`config.mk`:
```
export PLATFORM = sky130hd
export DESIGN_NAME = vector_phaseshaping_oscillator_core
export DESIGN_NICKNAME = d
export VERILOG_FILES = /design/src/hw/rtl/vpso_pkg.sv /design/src/hw/rtl/vpso_div.sv /design/src/hw/rtl/vpso_seq.sv /design/src/hw/rtl/vector_phaseshaping_oscillator_core.sv
export SDC_FILE = /design/constraint.sdc
export NUM_CORES = 2
export LEC_CHECK = 0
export BUFFER_PORTS_ARGS = -buffer_cell sky130_fd_sc_hd__buf_2
export CAP_MARGIN = 20
export CORE_MARGIN = 4
export CORE_UTILIZATION = 45
export DETAILED_ROUTE_END_ITERATION = 6
export GPL_TIMING_DRIVEN = 0
export PLACE_DENSITY_LB_ADDON = 0.1
export SETUP_SLACK_MARGIN = 0.05
export SLEW_MARGIN = 20
export SYNTH_ARGS = -nofsm -noshare
export SYNTH_HDL_FRONTEND = slang
export SYNTH_HIERARCHICAL = 1
export SYNTH_SLANG_ARGS = --single-unit
```
`constraint.sdc`:
```
create_clock -name clk_i -period 23 [get_ports clk_i]
set_input_delay 2.3 -clock clk_i [delete_from_list [all_inputs] [get_ports clk_i]]
set_output_delay 2.3 -clock clk_i [all_outputs]
set_load 0.01 [all_outputs]
```
`src/hw/rtl/vpso_pkg.sv`:
```
package vpso_pkg;

  // Shared divider geometry: widest dividend is the bend numerator v*x*2^16.
  localparam int unsigned DIV_NUM_W = 49;
  localparam int unsigned DIV_DEN_W = 17;
  localparam int unsigned DIV_CNT_W = 6;

  // Shared multiplier geometry.
  localparam int unsigned MUL_W  = 34;
  localparam int unsigned PROD_W = 2 * MUL_W;

  localparam logic signed [MUL_W-1:0] TWO_PI_Q30 = 34'sd6746518852;
  localparam logic signed [MUL_W-1:0] ONE_Q30    = 34'sd1073741824;

  localparam logic [31:0] INC_RESET  = 32'd0;
  localparam logic [15:0] INFL_RESET = 16'd32768;
  localparam logic [15:0] VERT_RESET = 16'd4096;
  localparam logic        MODE_RESET = 1'b0;

  typedef enum logic [1:0] {
    REG_INC  = 2'd0,
    REG_INFL = 2'd1,
    REG_VERT = 2'd2,
    REG_MODE = 2'd3
  } reg_idx_e;

  typedef struct packed {
    logic [15:0] infl;
    logic [15:0] vert;
    logic        mode;
  } cfg_t;

  // Taylor series denominators, innermost term first.
  function automatic logic [7:0] cos_den(input logic [2:0] idx);
    logic [7:0] r;
    case (idx)
      3'd0:    r = 8'd132;
      3'd1:    r = 8'd90;
      3'd2:    r = 8'd56;
      3'd3:    r = 8'd30;
      3'd4:    r = 8'd12;
      default: r = 8'd2;
    endcase
    return r;
  endfunction

  function automatic logic [7:0] sin_den(input logic [2:0] idx);
    logic [7:0] r;
    case (idx)
      3'd0:    r = 8'd110;
      3'd1:    r = 8'd72;
      3'd2:    r = 8'd42;
      3'd3:    r = 8'd20;
      default: r = 8'd6;
    endcase
    return r;
  endfunction

  // Reciprocals floor(2^32 / den) of the series denominators above.
  function automatic logic [31:0] cos_rcp(input logic [2:0] idx);
    logic [31:0] r;
    case (idx)
      3'd0:    r = 32'd32537631;
      3'd1:    r = 32'd47721858;
      3'd2:    r = 32'd76695844;
      3'd3:    r = 32'd143165576;
      3'd4:    r = 32'd357913941;
      default: r = 32'd2147483648;
    endcase
    return r;
  endfunction

  function automatic logic [31:0] sin_rcp(input logic [2:0] idx);
    logic [31:0] r;
    case (idx)
      3'd0:    r = 32'd39045157;
      3'd1:    r = 32'd59652323;
      3'd2:    r = 32'd102261126;
      3'd3:    r = 32'd214748364;
      default: r = 32'd715827882;
    endcase
    return r;
  endfunction

endpackage

```
`src/hw/rtl/vpso_div.sv`:
```
module vpso_div (
  input  logic                                 clk_i,
  input  logic                                 rst_ni,
  input  logic                                 start_i,
  input  logic [vpso_pkg::DIV_NUM_W-1:0]       dividend_i,
  input  logic [vpso_pkg::DIV_DEN_W-1:0]       divisor_i,
  input  logic [vpso_pkg::DIV_CNT_W-1:0]       nbits_i,
  output logic                                 done_o,
  output logic [vpso_pkg::DIV_NUM_W-1:0]       quot_o
);

  localparam int unsigned NW = vpso_pkg::DIV_NUM_W;
  localparam int unsigned DW = vpso_pkg::DIV_DEN_W;
  localparam int unsigned CW = vpso_pkg::DIV_CNT_W;

  logic          busy_q, busy_d, done_q, done_d;
  logic [CW-1:0] cnt_q, cnt_d;
  logic [DW-1:0] rem_q, rem_d, den_q, den_d;
  logic [NW-1:0] quo_q, quo_d;
  logic [DW:0]   trial;
  logic          fit;

  // Restoring division, one quotient bit per cycle.
  always_comb begin
    busy_d = busy_q;
    done_d = 1'b0;
    cnt_d  = cnt_q;
    rem_d  = rem_q;
    den_d  = den_q;
    quo_d  = quo_q;
    trial  = {rem_q, quo_q[NW-1]};
    fit    = (trial >= {1'b0, den_q});
    if (start_i) begin
      quo_d  = dividend_i << (CW'(NW) - nbits_i);
      rem_d  = '0;
      den_d  = divisor_i;
      cnt_d  = nbits_i;
      busy_d = 1'b1;
    end else if (busy_q) begin
      rem_d = fit ? DW'(trial - {1'b0, den_q}) : trial[DW-1:0];
      quo_d = {quo_q[NW-2:0], fit};
      cnt_d = cnt_q - 1'b1;
      if (cnt_q == CW'(1)) begin
        busy_d = 1'b0;
        done_d = 1'b1;
      end
    end
  end

  always_ff @(posedge clk_i or negedge rst_ni) begin
    if (!rst_ni) begin
      busy_q <= 1'b0;
      done_q <= 1'b0;
      cnt_q  <= '0;
    end else begin
      busy_q <= busy_d;
      done_q <= done_d;
      cnt_q  <= cnt_d;
    end
  end

  always_ff @(posedge clk_i) begin
    rem_q <= rem_d;
    den_q <= den_d;
    quo_q <= quo_d;
  end

  assign done_o = done_q;
  assign quot_o = quo_q;

endmodule

```
`src/hw/rtl/vpso_seq.sv`:
```
module vpso_seq #(
  parameter int unsigned COSINE_TABLE_BITS = 10,
  parameter int unsigned SAMPLE_BITS       = 16
) (
  input  logic                   clk_i,
  input  logic                   rst_ni,
  input  logic                   start_i,
  input  logic [15:0]            x_i,
  input  vpso_pkg::cfg_t         cfg_i,
  output logic                   ready_o,
  output logic                   res_valid_o,
  input  logic                   res_take_i,
  output logic [SAMPLE_BITS-1:0] sample_o
);

  localparam int unsigned KW = COSINE_TABLE_BITS;
  localparam int unsigned RW = COSINE_TABLE_BITS - 2;
  localparam int unsigned SH = 43 - SAMPLE_BITS;
  localparam int unsigned MW = vpso_pkg::MUL_W;
  localparam int unsigned PW = vpso_pkg::PROD_W;
  localparam int unsigned NW = vpso_pkg::DIV_NUM_W;
  localparam int unsigned DW = vpso_pkg::DIV_DEN_W;
  localparam int unsigned CW = vpso_pkg::DIV_CNT_W;

  typedef enum logic [24:0] {
    S_IDLE    = 25'd1 << 0,
    S_BEND    = 25'd1 << 1,
    S_BMUL    = 25'd1 << 2,
    S_BDIVS   = 25'd1 << 3,
    S_BDIVW   = 25'd1 << 4,
    S_TDIVS   = 25'd1 << 5,
    S_TDIVW   = 25'd1 << 6,
    S_TMUL    = 25'd1 << 7,
    S_TY      = 25'd1 << 8,
    S_ANG     = 25'd1 << 9,
    S_ANG2    = 25'd1 << 10,
    S_SQ      = 25'd1 << 11,
    S_SQ2     = 25'd1 << 12,
    S_SERMUL  = 25'd1 << 13,
    S_SERQ    = 25'd1 << 14,
    S_RMUL    = 25'd1 << 15,
    S_REST    = 25'd1 << 16,
    S_RCHK    = 25'd1 << 17,
    S_RREM    = 25'd1 << 18,
    S_RFIX    = 25'd1 << 19,
    S_FMUL    = 25'd1 << 20,
    S_FIN     = 25'd1 << 21,
    S_MIX     = 25'd1 << 22,
    S_ACC     = 25'd1 << 23,
    S_DONE    = 25'd1 << 24
  } state_e;

  state_e state_q, state_d;

  logic [15:0]            x_q, x_d, t_q, t_d;
  logic                   two_q, two_d, vidx_q, vidx_d, sin_q, sin_d, neg_q, neg_d;
  logic [11:0]            g_q, g_d;
  logic [17:0]            vcur_q, vcur_d, v2_q, v2_d;
  logic [KW-1:0]          k_q, k_d;
  logic [1:0]             quad_q, quad_d;
  logic [2:0]             iter_q, iter_d;
  logic [31:0]            a_q, a_d;
  logic [32:0]            a2_q, a2_d;
  logic signed [MW-1:0]   c_q, c_d, s_q, s_d;
  logic signed [31:0]     val_q, val_d;
  logic signed [44:0]     m_q, m_d;
  logic signed [PW-1:0]   prod_q, prod_d;
  logic signed [MW-1:0]   mul_a, mul_b;
  logic [32:0]            num_q, num_d, qest_q, qest_d;
  logic [9:0]             rem_q, rem_d;

  logic                   div_start, div_done;
  logic [NW-1:0]          div_num, div_quot;
  logic [DW-1:0]          div_den;
  logic [CW-1:0]          div_n;

  logic signed [37:0]     qt;
  logic [37:0]            qmag;
  logic signed [MW-1:0]   qq, qres;
  logic [27:0]            y_hi;
  logic signed [31:0]     cc, sc;
  logic [12:0]            wgt;
  logic [7:0]             den_cur;
  logic [31:0]            rcp_cur;
  logic signed [44:0]     negm, bias, qs, hi_lim, lo_lim, sat;

  // Signed product over 2^30, truncated toward zero.
  function automatic logic signed [37:0] trunc30(input logic signed [PW-1:0] p);
    logic signed [PW-1:0] b;
    b = p + (p < 0 ? PW'(64'sd1073741823) : PW'(64'sd0));
    return 38'(b >>> 30);
  endfunction

  function automatic logic signed [31:0] clamp_unit(input logic signed [37:0] v);
    logic signed [31:0] r;
    if (v > 38'sd1073741824)       r = 32'sd1073741824;
    else if (v < -38'sd1073741824) r = -32'sd1073741824;
    else                           r = 32'(v);
    return r;
  endfunction

  assign prod_d  = mul_a * mul_b;
  assign qt      = trunc30(prod_q);
  assign qmag    = (qt < 0) ? 38'(-qt) : 38'(qt);
  assign qq      = MW'(qest_q);
  assign qres    = neg_q ? -qq : qq;
  assign y_hi    = prod_q[27:0] + {t_q, 12'b0};
  assign cc      = clamp_unit(38'(c_q));
  assign sc      = clamp_unit(qt);
  assign wgt     = vidx_q ? {1'b0, g_q} : (13'd4096 - {1'b0, g_q});
  assign den_cur = sin_q ? vpso_pkg::sin_den(iter_q) : vpso_pkg::cos_den(iter_q);
  assign rcp_cur = sin_q ? vpso_pkg::sin_rcp(iter_q) : vpso_pkg::cos_rcp(iter_q);

  // Shared multiplier operand select.
  always_comb begin
    mul_a = '0;
    mul_b = '0;
    unique case (state_q)
      S_BMUL: begin
        mul_a = MW'(vcur_q);
        mul_b = MW'(x_q);
      end
      S_TMUL: begin
        mul_a = MW'(vcur_q);
        mul_b = MW'(17'd65536 - {1'b0, t_q});
      end
      S_ANG: begin
        mul_a = MW'(k_q[RW-1:0]);
        mul_b = vpso_pkg::TWO_PI_Q30;
      end
      S_SQ: begin
        mul_a = MW'(a_q);
        mul_b = MW'(a_q);
      end
      S_SERMUL: begin
        mul_a = MW'(a2_q);
        mul_b = sin_q ? s_q : c_q;
      end
      S_RMUL: begin
        mul_a = MW'(num_q);
        mul_b = MW'(rcp_cur);
      end
      S_RCHK: begin
        mul_a = MW'(qest_q);
        mul_b = MW'(den_cur);
      end
      S_FMUL: begin
        mul_a = MW'(a_q);
        mul_b = s_q;
      end
      S_MIX: begin
        mul_a = MW'(val_q);
        mul_b = MW'(wgt);
      end
      default: begin
        mul_a = '0;
        mul_b = '0;
      end
    endcase
  end

  // Shared divider operand select.
  always_comb begin
    div_start = 1'b0;
    div_num   = '0;
    div_den   = '0;
    div_n     = '0;
    unique case (state_q)
      S_BDIVS: begin
        div_start = 1'b1;
        div_num   = {prod_q[32:0], 16'b0};
        div_den   = {1'b0, cfg_i.infl};
        div_n     = CW'(NW);
      end
      S_TDIVS: begin
        div_start = 1'b1;
        div_num   = NW'({x_q - cfg_i.infl, 16'b0});
        div_den   = 17'd65536 - {1'b0, cfg_i.infl};
        div_n     = CW'(32);
      end
      default: begin
        div_start = 1'b0;
      end
    endcase
  end

  vpso_div u_div (
    .clk_i      (clk_i),
    .rst_ni     (rst_ni),
    .start_i    (div_start),
    .dividend_i (div_num),
    .divisor_i  (div_den),
    .nbits_i    (div_n),
    .done_o     (div_done),
    .quot_o     (div_quot)
  );

  always_comb begin
    state_d = state_q;
    x_d     = x_q;
    t_d     = t_q;
    two_d   = two_q;
    vidx_d  = vidx_q;
    sin_d   = sin_q;
    neg_d   = neg_q;
    g_d     = g_q;
    vcur_d  = vcur_q;
    v2_d    = v2_q;
    k_d     = k_q;
    quad_d  = quad_q;
    iter_d  = iter_q;
    a_d     = a_q;
    a2_d    = a2_q;
    c_d     = c_q;
    s_d     = s_q;
    val_d   = val_q;
    m_d     = m_q;
    num_d   = num_q;
    qest_d  = qest_q;
    rem_d   = rem_q;
    unique case (state_q)
      S_IDLE: begin
        if (start_i) begin
          x_d    = x_i;
          m_d    = '0;
          vidx_d = 1'b0;
          two_d  = cfg_i.mode && (cfg_i.vert > 16'd4096);
          if (cfg_i.mode && (cfg_i.vert > 16'd4096)) begin
            // v1 = v with its low 11 bits cleared, gain = twice those bits
            g_d    = {cfg_i.vert[10:0], 1'b0};
            vcur_d = {2'b0, cfg_i.vert[15:11], 11'b0};
            v2_d   = {2'b0, cfg_i.vert[15:11], 11'b0} + 18'd2048;
          end else begin
            g_d    = '0;
            vcur_d = {2'b0, cfg_i.vert};
          end
          state_d = S_BEND;
        end
      end
      S_BEND:  state_d = (x_q < cfg_i.infl) ? S_BMUL : S_TDIVS;
      S_BMUL:  state_d = S_BDIVS;
      S_BDIVS: state_d = S_BDIVW;
      S_BDIVW: begin
        if (div_done) begin
          k_d     = div_quot[27:28-KW];
          state_d = S_ANG;
        end
      end
      S_TDIVS: state_d = S_TDIVW;
      S_TDIVW: begin
        if (div_done) begin
          t_d     = div_quot[15:0];
          state_d = S_TMUL;
        end
      end
      S_TMUL: state_d = S_TY;
      S_TY: begin
        k_d     = y_hi[27:28-KW];
        state_d = S_ANG;
      end
      S_ANG: begin
        quad_d  = k_q[KW-1:KW-2];
        state_d = S_ANG2;
      end
      S_ANG2: begin
        a_d     = prod_q[KW+31:KW];
        state_d = S_SQ;
      end
      S_SQ: state_d = S_SQ2;
      S_SQ2: begin
        a2_d    = prod_q[62:30];
        c_d     = vpso_pkg::ONE_Q30;
        s_d     = vpso_pkg::ONE_Q30;
        iter_d  = '0;
        sin_d   = 1'b0;
        state_d = S_SERMUL;
      end
      S_SERMUL: state_d = S_SERQ;
      S_SERQ: begin
        // Hold the magnitude of the term; the sign comes back after the divide.
        neg_d   = (qt < 0);
        num_d   = qmag[32:0];
        state_d = S_RMUL;
      end
      S_RMUL: state_d = S_REST;
      S_REST: begin
        // Estimate is at most two below the true quotient.
        qest_d  = prod_q[64:32];
        state_d = S_RCHK;
      end
      S_RCHK: state_d = S_RREM;
      S_RREM: begin
        rem_d   = 10'(num_q - prod_q[32:0]);
        state_d = S_RFIX;
      end
      S_RFIX: begin
        if (rem_q >= {2'b0, den_cur}) begin
          qest_d = qest_q + 33'd1;
          rem_d  = rem_q - {2'b0, den_cur};
        end else begin
          if (sin_q) s_d = vpso_pkg::ONE_Q30 - qres;
          else       c_d = vpso_pkg::ONE_Q30 - qres;
          if (!sin_q && iter_q == 3'd5) begin
            sin_d   = 1'b1;
            iter_d  = '0;
            state_d = S_SERMUL;
          end else if (sin_q && iter_q == 3'd4) begin
            state_d = S_FMUL;
          end else begin
            iter_d  = iter_q + 3'd1;
            state_d = S_SERMUL;
          end
        end
      end
      S_FMUL: state_d = S_FIN;
      S_FIN: begin
        unique case (quad_q)
          2'd0: val_d = cc;
          2'd1: val_d = -sc;
          2'd2: val_d = -cc;
          2'd3: val_d = sc;
        endcase
        state_d = S_MIX;
      end
      S_MIX: state_d = S_ACC;
      S_ACC: begin
        m_d = m_q + 45'($signed(prod_q[43:0]));
        if (two_q && !vidx_q) begin
          vidx_d  = 1'b1;
          vcur_d  = v2_q;
          state_d = S_BEND;
        end else begin
          state_d = S_DONE;
        end
      end
      S_DONE: begin
        if (res_take_i) state_d = S_IDLE;
      end
      default: state_d = S_IDLE;
    endcase
  end

  always_ff @(posedge clk_i or negedge rst_ni) begin
    if (!rst_ni) begin
      state_q <= S_IDLE;
      iter_q  <= '0;
      sin_q   <= 1'b0;
      vidx_q  <= 1'b0;
      two_q   <= 1'b0;
    end else begin
      state_q <= state_d;
      iter_q  <= iter_d;
      sin_q   <= sin_d;
      vidx_q  <= vidx_d;
      two_q   <= two_d;
    end
  end

  always_ff @(posedge clk_i) begin
    x_q    <= x_d;
    t_q    <= t_d;
    neg_q  <= neg_d;
    g_q    <= g_d;
    vcur_q <= vcur_d;
    v2_q   <= v2_d;
    k_q    <= k_d;
    quad_q <= quad_d;
    a_q    <= a_d;
    a2_q   <= a2_d;
    c_q    <= c_d;
    s_q    <= s_d;
    val_q  <= val_d;
    m_q    <= m_d;
    prod_q <= prod_d;
    num_q  <= num_d;
    qest_q <= qest_d;
    rem_q  <= rem_d;
  end

  // Negate, scale toward zero, saturate.
  assign negm   = -m_q;
  assign bias   = (negm < 0) ? ((45'sd1 <<< SH) - 45'sd1) : 45'sd0;
  assign qs     = (negm + bias) >>> SH;
  assign hi_lim = (45'sd1 <<< (SAMPLE_BITS - 1)) - 45'sd1;
  assign lo_lim = -(45'sd1 <<< (SAMPLE_BITS - 1));
  assign sat    = (qs > hi_lim) ? hi_lim : ((qs < lo_lim) ? lo_lim : qs);

  assign sample_o    = sat[SAMPLE_BITS-1:0];
  assign ready_o     = (state_q == S_IDLE);
  assign res_valid_o = (state_q == S_DONE);

  a_div_done_in_wait: assert property (@(posedge clk_i) disable iff (!rst_ni)
    div_done |-> (state_q == S_BDIVW || state_q == S_TDIVW))
    else $error("divider finished outside a wait state");

  a_start_when_idle: assert property (@(posedge clk_i) disable iff (!rst_ni)
    start_i |-> state_q == S_IDLE)
    else $error("request started while busy");

  a_result_held: assert property (@(posedge clk_i) disable iff (!rst_ni)
    (state_q == S_DONE && !res_take_i) |=> (state_q == S_DONE && $stable(m_q)))
    else $error("result dropped before handoff");

  a_iter_range: assert property (@(posedge clk_i) disable iff (!rst_ni)
    iter_q <= 3'd5)
    else $error("series step counter out of range");

endmodule

```
`src/hw/rtl/vector_phaseshaping_oscillator_core.sv`:
```
// Vector phaseshaping oscillator.
// Input channel (in_valid_i / in_stall_o / block_last_i): each request asks
// for one audio sample. A request is taken when in_valid_i is high and
// in_stall_o is low; the phase accumulator advances on that edge.
// Output channel (out_valid_o / out_stall_i / sample_o / last_o): one result
// per request, in order, with last_o copying block_last_i of its request.
// Configuration: write cfg_data_i to register cfg_idx_i while cfg_we_i is
// high (0 increment, 1 inflection d, 2 vertical v, 3 ratio mode). Write only
// while no request is in flight.
// In ratio mode with v above one, two voices are worked out in turn. The
// bend division runs on a shared one-bit-per-cycle divider; the eleven
// Taylor series divisions by small constants are reciprocal multiplies
// with a short correction on the shared 34x34 multiplier. One request is
// worked on at a time.
// The output register lets the next request enter while a sample waits.
// Reset: phase goes to zero and the registers to their defaults; the block
// is ready right after reset. While out_stall_i is high the sample holds,
// and once the sequencer has finished the next sample it stalls the input.
module vector_phaseshaping_oscillator_core #(
  parameter int unsigned PHASE_BITS        = 32,
  parameter int unsigned COSINE_TABLE_BITS = 10,
  parameter int unsigned SAMPLE_BITS       = 16
) (
  input  logic                   clk_i,
  input  logic                   rst_ni,
  input  logic                   in_valid_i,
  output logic                   in_stall_o,
  input  logic                   block_last_i,
  output logic                   out_valid_o,
  input  logic                   out_stall_i,
  output logic [SAMPLE_BITS-1:0] sample_o,
  output logic                   last_o,
  input  logic                   cfg_we_i,
  input  logic [1:0]             cfg_idx_i,
  input  logic [31:0]            cfg_data_i
);

  localparam int unsigned INC_SHL = (PHASE_BITS > 32) ? PHASE_BITS - 32 : 0;
  localparam int unsigned INC_SHR = (PHASE_BITS < 32) ? 32 - PHASE_BITS : 0;
  localparam int unsigned WIDE_W  = PHASE_BITS + 32;

  logic [PHASE_BITS-1:0]  phase_q, phase_d, inc_al;
  logic [WIDE_W-1:0]      inc_wide;
  logic [31:0]            inc_q;
  logic [15:0]            infl_q, vert_q;
  logic                   mode_q;
  vpso_pkg::cfg_t         cfg;
  logic                   seq_ready, accept, res_valid, res_take;
  logic [SAMPLE_BITS-1:0] seq_sample, sample_q;
  logic                   pend_last_q, last_q, out_valid_q;

  // Align the 32-bit increment to the accumulator's fraction.
  assign inc_wide = (WIDE_W'(inc_q) << INC_SHL) >> INC_SHR;
  assign inc_al   = inc_wide[PHASE_BITS-1:0];
  assign phase_d  = phase_q + inc_al;

  assign accept     = in_valid_i && seq_ready;
  assign in_stall_o = !seq_ready;

  assign cfg.infl = infl_q;
  assign cfg.vert = vert_q;
  assign cfg.mode = mode_q;

  always_ff @(posedge clk_i or negedge rst_ni) begin
    if (!rst_ni) begin
      inc_q  <= vpso_pkg::INC_RESET;
      infl_q <= vpso_pkg::INFL_RESET;
      vert_q <= vpso_pkg::VERT_RESET;
      mode_q <= vpso_pkg::MODE_RESET;
    end else if (cfg_we_i) begin
      unique case (vpso_pkg::reg_idx_e'(cfg_idx_i))
        vpso_pkg::REG_INC:  inc_q  <= cfg_data_i;
        vpso_pkg::REG_INFL: infl_q <= cfg_data_i[15:0];
        vpso_pkg::REG_VERT: vert_q <= cfg_data_i[15:0];
        vpso_pkg::REG_MODE: mode_q <= cfg_data_i[0];
      endcase
    end
  end

  // Advance the phase on each accepted request.
  always_ff @(posedge clk_i or negedge rst_ni) begin
    if (!rst_ni) begin
      phase_q <= '0;
    end else if (accept) begin
      phase_q <= phase_d;
    end
  end

  always_ff @(posedge clk_i) begin
    if (accept) pend_last_q <= block_last_i;
  end

  vpso_seq #(
    .COSINE_TABLE_BITS (COSINE_TABLE_BITS),
    .SAMPLE_BITS       (SAMPLE_BITS)
  ) u_seq (
    .clk_i       (clk_i),
    .rst_ni      (rst_ni),
    .start_i     (accept),
    .x_i         (phase_d[PHASE_BITS-1 -: 16]),
    .cfg_i       (cfg),
    .ready_o     (seq_ready),
    .res_valid_o (res_valid),
    .res_take_i  (res_take),
    .sample_o    (seq_sample)
  );

  // Output register: load when empty or being drained this cycle.
  assign res_take = !out_valid_q || !out_stall_i;

  always_ff @(posedge clk_i or negedge rst_ni) begin
    if (!rst_ni) begin
      out_valid_q <= 1'b0;
    end else if (res_valid && res_take) begin
      out_valid_q <= 1'b1;
    end else if (!out_stall_i) begin
      out_valid_q <= 1'b0;
    end
  end

  always_ff @(posedge clk_i) begin
    if (res_valid && res_take) begin
      sample_q <= seq_sample;
      last_q   <= pend_last_q;
    end
  end

  assign out_valid_o = out_valid_q;
  assign sample_o    = sample_q;
  assign last_o      = last_q;

endmodule

```
Word level (Yosys, flattened, before mapping)
Cells that the tools add are included.
Widths: inputs -> output; s select.
- input bits: 40
- register bits after elaboration: 685
- output and inout bits: 19
- logic and storage cells: 242
- reduce and logical (&&, ||, !) cells: 41
- add/sub/neg operators: 23
- shift-type cells: 1
- order comparisons: 13
- equality and inequality tests: 49
- multipliers: 1
- multiplexer cells: 75
- operators with widths (operator ; number):
    $pmux 25 s25 ; 1
    $pmux 34 s9 ; 1
    $pmux 34 s7 ; 1
    $mux 34 ; 6
    $mux 25 ; 7
    $mux 32 ; 5
    $pmux 32 s5 ; 1
    $pmux 34 s2 ; 2
    $pmux 32 s4 ; 1
    $pmux 30 s4 ; 1
    $mux 49 ; 2
    $pmux 49 s2 ; 1
    $pmux 45 s2 ; 1
    $add 68x31->68 ; 1
    $lt 68x1->1 const B ; 1
    $mul 34x34->68 ; 1
    $mux 33 ; 2
    $pmux 33 s2 ; 1
    $neg 32->32 ; 2
    $shl 49x6->49 ; 1
    $add 45x28->45 ; 1
    $add 45x44->45 ; 1
    $lt 45x1->1 const B ; 1
    $mux 45 ; 1
    other kinds (94) ; 160

Logic depth before layout (Yosys ltp)
- depth after elaboration: 8
- mapped depth: 46
- mapped depth without buffers: 41

Cells and area by module
Netlist, hierarchy kept.
- by module, submodules not included (module ; area an instance (um2) ; times used ; seq. area each (um2) ; cells each):
    vpso_seq ; 72082.9 ; 1 ; 13098.8 ; 8003
    vpso_div ; 7143.1 ; 1 ; 2522.4 ; 759
    vector_phaseshaping_oscillator_core ; 6127.1 ; 1 ; 2995.4 ; 526

Worst setup path before layout
OpenSTA, ideal clock, no wires.
- path kind: reg2reg
- start point: reg u_seq.state_q[1]
- end point: reg u_seq.prod_q[66]
- setup time: 0.072 ns
- stages on the path, launching flop included: 39
- period minus slack after synthesis: 10.633 ns
- path buffers: 4
- path slack: 12.367 ns
- arrival: 10.561 ns
- required time: 22.928 ns
- cells stage by stage: dfrtp_1 -> clkbuf_1 -> nor4_1 -> nand3_1 -> or2_2 -> nor2_1 -> nand2_1 -> nor3b_1 -> a21o_1 -> buf_2 -> buf_1 -> nand2_1 -> nand2_1 -> clkbuf_1 -> nand2_1 -> fa_1 -> fa_1 -> fa_1 -> [... 3 more ...] -> fa_1 -> fa_1 -> inv_1 -> fa_1 -> inv_1 -> ha_1 -> a21oi_1 -> o21ai_0 -> a21o_1 -> a21oi_1 -> nor2b_1 -> o21ai_0 -> nand2b_1 -> a21oi_1 -> o21ai_0 -> a311o_1 -> a221oi_1 -> xnor2_1
- word-level cells in the longest chain between the ends: 4
- elaborated cells on any way between the ends: 14
- classes of those cells: mul: 1; eq/ne: 9; mux: 2; reduce/logical: 2
- RTL lines (item ; RTL line ; source):
    from (decl) ; vpso_seq.sv:53 ; state_e state_q, state_d;
    from (signal assigned) ; vpso_seq.sv:351 ; state_q <= state_d;
    $eq 25x12->1 (tied with other cells) ; vpso_seq.sv:118 ; unique case (state_q)
    $reduce_or 2->1 (no source line) ; n/a ;
    $pmux 34 s7 ; vpso_seq.sv:118 ;
    $mul 34x34->68 * ; vpso_seq.sv:102 ; assign prod_d = mul_a * mul_b;
    net u_seq.prod_d[66] ; vpso_seq.sv:67 ; logic signed [PW-1:0] prod_q, prod_d;
    to (signal assigned) ; vpso_seq.sv:374 ; prod_q <= prod_d;
    to (decl) ; vpso_seq.sv:67 ;
Mark *: on every way through the listed nets, which the timed path passes. The rest lies on a longest branch.
A chain may end at the register's enable or synchronous reset.

Final worst setup path
Ends and elaborated chain as after synthesis.

==> results.yml <==
global_routing:
  grt_pass1_vias: 71300
  grt_use_total: 0.369
  grt_max_degree: 72
  antenna_found_initial: 40
  top_usage_layer: "met2"
  grt_util_met3: 0.114
  grt_pass1_wl_um: 519000
  grt_util_met1: 0.512
  grt_overflow: 0
  grt_use_met2: 0.529
min_path:
  hold_end: "last_o$_DFFE_PP_"
  min-delay-start: "pend_last_q$_DFFE_PP_"
  hold_path.class: "reg -> reg"
  whs_path_depth: 0
critical_path:
  rrSetupSlack_ns: 6.34
  cp_slowest_cell: "o211ai_1"
  critPathKind: "reg -> reg"
  required_ns: 23.63
  rr_endpoint: "u_seq/prod_q[66]$_DFF_P_"
  worst-path-max-fanout: 10
  r2r-start: "u_seq/state_q[1]$_DFFE_PN0P_"
  cpPeakStageDelay_ns: 1.04
  end_kind: "flip-flop"
  cp.arrival_ns: 17.29
  crit_path_start_kind: "flip-flop"
  cpMostUsedCell: "fa_1"
  reg2reg_depth: 41
flow_run:
  drv_cap: 0
place:
  port_buffers: 58
  dp_cells: 12000
  gp_congestion: 1.03
  dp_slack_ns: 6.91
  hpwl_um: 301000
  dpl_cell_area_um2: 89900
cts:
  ctsResizeCount: 0
  clk_path_buf_depth: 3
  h-tree-depth: 3
  clk_pin_slew_worst_paths_ns: 0.07
  cts_buffers: 79
  worst_skew_pair.late_latency_ns: 0.72
  root_buffer: "clkbuf_16"
  cts_hold_buffers: 0
  cts_setup_buffers: 0
  clock-sinks: 671
  cts_tree: "built"
sta:
  final.setup.tns_ns: 0
  hold_viol: 0
  setup_viol: 0
  setup_slack_ns: 6.34
  fmax_mhz: 60.0
  period_share: 0.724
  maxSlewViolCount: 0
  rsz0062_at_grt: "no"
  slew_headroom: 0.104
  min_period_ns: 16.66
  fin_skew_ns: 0.0308
  worst_slew_pin_slew_ns: 1.34
detailed_routing:
  drt-pass1-iter-count: 7
  drtIter0Drc: 8165
  routedWlPerCell_um: 30.1
  drc: 6
  via_per_inst: 5.93
  ant_nets: 0
  vias: 72200
  routed_wl_um: 367000
die:
  die-area_um2: 197000
  coreArea_um2: 188000
  die_w_um: 444
  die_h_um: 444
  rows: 159
  pin_count: 59
  initial_core_util: 0.454
power_and_ir_drop:
  clock_power_share: 0.165
  intPower_mw: 4.47
  seqPwrFrac: 0.223
  switching_share: 0.454
  p_leak_nw: 40.4
  p_comb_frac: 0.611
  power-per-cell-area_nw_per_um2: 88.2
  peakVddDrop_mv: 1.20
  power.switching_mw: 3.71
finish:
  finalInstanceArea_um2: 92800
  stdcell_count: 12200
  area_growth_syn_to_layout_pct: 8.73
  drive_gt1_frac: 0.0629
  utilization: 0.493
  nNetsFinal: 11300
synth:
  yosysSeqAreaShare: 0.218
  synthArstFlopShare: 0.204
  synthDistinctLibCells: 119
  ys_ff_latch: 671
  synth_area_um2: 85400
  synth_edf_count: 449
  postSynthCellCount: 9288
  ys_warn_count: 6
  ys.flop_type: "edfxtp_1"
  syn_area_per_cell_um2: 9.19
status:
  status: "finished, violations left"
  violations: "design-rule violations"
[per-stage QoR]
| step | hold slack (ns) | power (mW) |
|---|---|---|
| after floorplan | 0.400 | 5.60 |
| final | 0.434 | 8.19 |
| after detailed placement | 0.423 | 6.84 |
| after global routing | 0.446 | 8.98 |
| after CTS | 0.439 | 8.23 |
| after global placement | 0.400 | 6.78 |
[routing by layer]
layer | share of wire | up-vias | wire, um
met4 | 0.055 | 18 | 20300
li1 | - | 30800 | -
met1 | 0.42 | 36700 | 152000
met3 | 0.11 | 779 | 41500
met5 | 0.00084 | - | 308
met2 | 0.42 | 3883 | 152000
[worst max path at each step]
stage                                       startpoint                        to  slack [ns]  cells past startpoint
after floorplan           u_seq/state_q[1]$_DFFE_PN0P_  u_seq/prod_q[66]$_DFF_P_       12.37                     38
after global placement    u_seq/state_q[1]$_DFFE_PN0P_  u_seq/prod_q[66]$_DFF_P_        6.10                     41
after detailed placement  u_seq/state_q[1]$_DFFE_PN0P_  u_seq/prod_q[66]$_DFF_P_        6.91                     41
after CTS                 u_seq/state_q[1]$_DFFE_PN0P_  u_seq/prod_q[66]$_DFF_P_        6.89                     41
after global routing      u_seq/state_q[1]$_DFFE_PN0P_  u_seq/prod_q[66]$_DFF_P_        6.23                     41
final                     u_seq/state_q[1]$_DFFE_PN0P_  u_seq/prod_q[66]$_DFF_P_        6.34                     41
[layout by cell type (no fill, tap or decap), drive strengths merged, types with 70 or more instances in the layout]
master / count
dfrtp: 134
nor2: 1009
nand2: 984
conb: 108
clkbuf: 486
nand2b: 88
nand3: 152
dfxtp: 85
xor2: 189
and2: 96
nand4: 75
ha: 415
fa: 1247
nor3: 100
xnor2: 264
o21ai: 369
inv: 1554
mux2: 96
edfxtp: 449
a22oi: 70
a21oi: 307
buf: 169
a21o: 110
[cells by family after synthesis]
family	share of synthesized area
simple gates	0.155
compound gates	0.109
flops	0.218
buf+inv	0.0888
mux	0.0294
xor+xnor	0.0467
other cells	0.0000880
fa+ha+maj	0.353
[cells in the mapped netlist, types with 15 or more instances]
| cell type | count | share of area |
|---|---|---|
| nand2_1 | 984 | 0.043 |
| or2_2 | 44 | 0.0032 |
| o21ai_0 | 353 | 0.021 |
| buf_2 | 38 | 0.0022 |
| a21oi_1 | 303 | 0.018 |
| dfxtp_1 | 85 | 0.020 |
| clkbuf_1 | 387 | 0.017 |
| o211ai_1 | 30 | 0.0026 |
| or4_1 | 20 | 0.0018 |
| nor3b_1 | 24 | 0.0021 |
| and2_1 | 96 | 0.0070 |
| and4_1 | 29 | 0.0030 |
| nand4_1 | 74 | 0.0054 |
| nor3_1 | 99 | 0.0058 |
| xnor2_1 | 264 | 0.027 |
| a221o_1 | 24 | 0.0028 |
| nand3_1 | 152 | 0.0089 |
| and3_1 | 57 | 0.0042 |
| o21a_1 | 32 | 0.0028 |
| edfxtp_1 | 449 | 0.16 |
| buf_1 | 24 | 0.0011 |
| inv_1 | 1543 | 0.068 |
| nand2b_1 | 88 | 0.0065 |
| ha_1 | 415 | 0.061 |
| a211oi_1 | 45 | 0.0040 |
| mux2_2 | 95 | 0.013 |
| a31oi_1 | 46 | 0.0034 |
| o21bai_1 | 29 | 0.0026 |
| or3_1 | 50 | 0.0037 |
| a21o_1 | 110 | 0.0097 |
| nor2_1 | 1009 | 0.044 |
| fa_1 | 1247 | 0.29 |
| a21boi_0 | 15 | 0.0013 |
| xor2_1 | 189 | 0.019 |
| nor2b_1 | 53 | 0.0039 |
| a222oi_1 | 25 | 0.0029 |
| o31ai_1 | 40 | 0.0035 |
| dfrtp_1 | 134 | 0.039 |
| a22oi_1 | 70 | 0.0062 |
| mux4_2 | 33 | 0.0087 |
| mux2i_1 | 68 | 0.0080 |
| a221oi_1 | 23 | 0.0024 |
| nor4_1 | 60 | 0.0044 |
| o22ai_1 | 52 | 0.0038 |
[power by group through the flow]
stage	sequential, mW	clock (mW)	combinational, mW
5_1_grt	1.84	1.43	5.71
2_1_floorplan	1.74	0	3.86
6_report	1.83	1.35	5.01
3_5_place_dp	1.85	0	5.00
3_3_place_gp	1.86	0	4.92
4_1_cts	1.82	1.38	5.03
[sequential cells by signal, indices dropped and copies added, names as in the netlist, 33 cells and up]
| signal | cells |
|---|---|
| u_seq/a2_q | 33 |
| u_seq/c_q | 34 |
| u_seq/m_q | 45 |
| u_seq/num_q | 33 |
| u_seq/prod_q | 68 |
| u_seq/qest_q | 33 |
| u_seq/s_q | 34 |
| u_seq/u_div/quot_o | 49 |
[area by class of cell]
cell class,count,area (um^2)
Fill cell,18200,95400
Multi-Input combinational cell,6721,59800
Sequential cell,671,18600
Inverter,1549,5810
Tap cell,2495,3120
Clock buffer,98,2190
Buffer,453,1820
Timing Repair Buffer,105,777
Clock inverter,50,562
Antenna cell,24,60.1
[worst max-delay path, delay by kind of cell, from the launching register on]
| family | cells | cell delay [ns] |
|---|---|---|
| AOI/OAI and AO/OA | 7 | 3.58 |
| xor gates and xnor gates | 1 | 0.16 |
| adders and majority gates | 9 | 4.50 |
| buffers and inverters | 12 | 3.90 |
| DFF | 1 | 0.36 |
| and+or+nand+nor | 12 | 4.03 |
No activity file was read; power rests on OpenSTA's default activity.
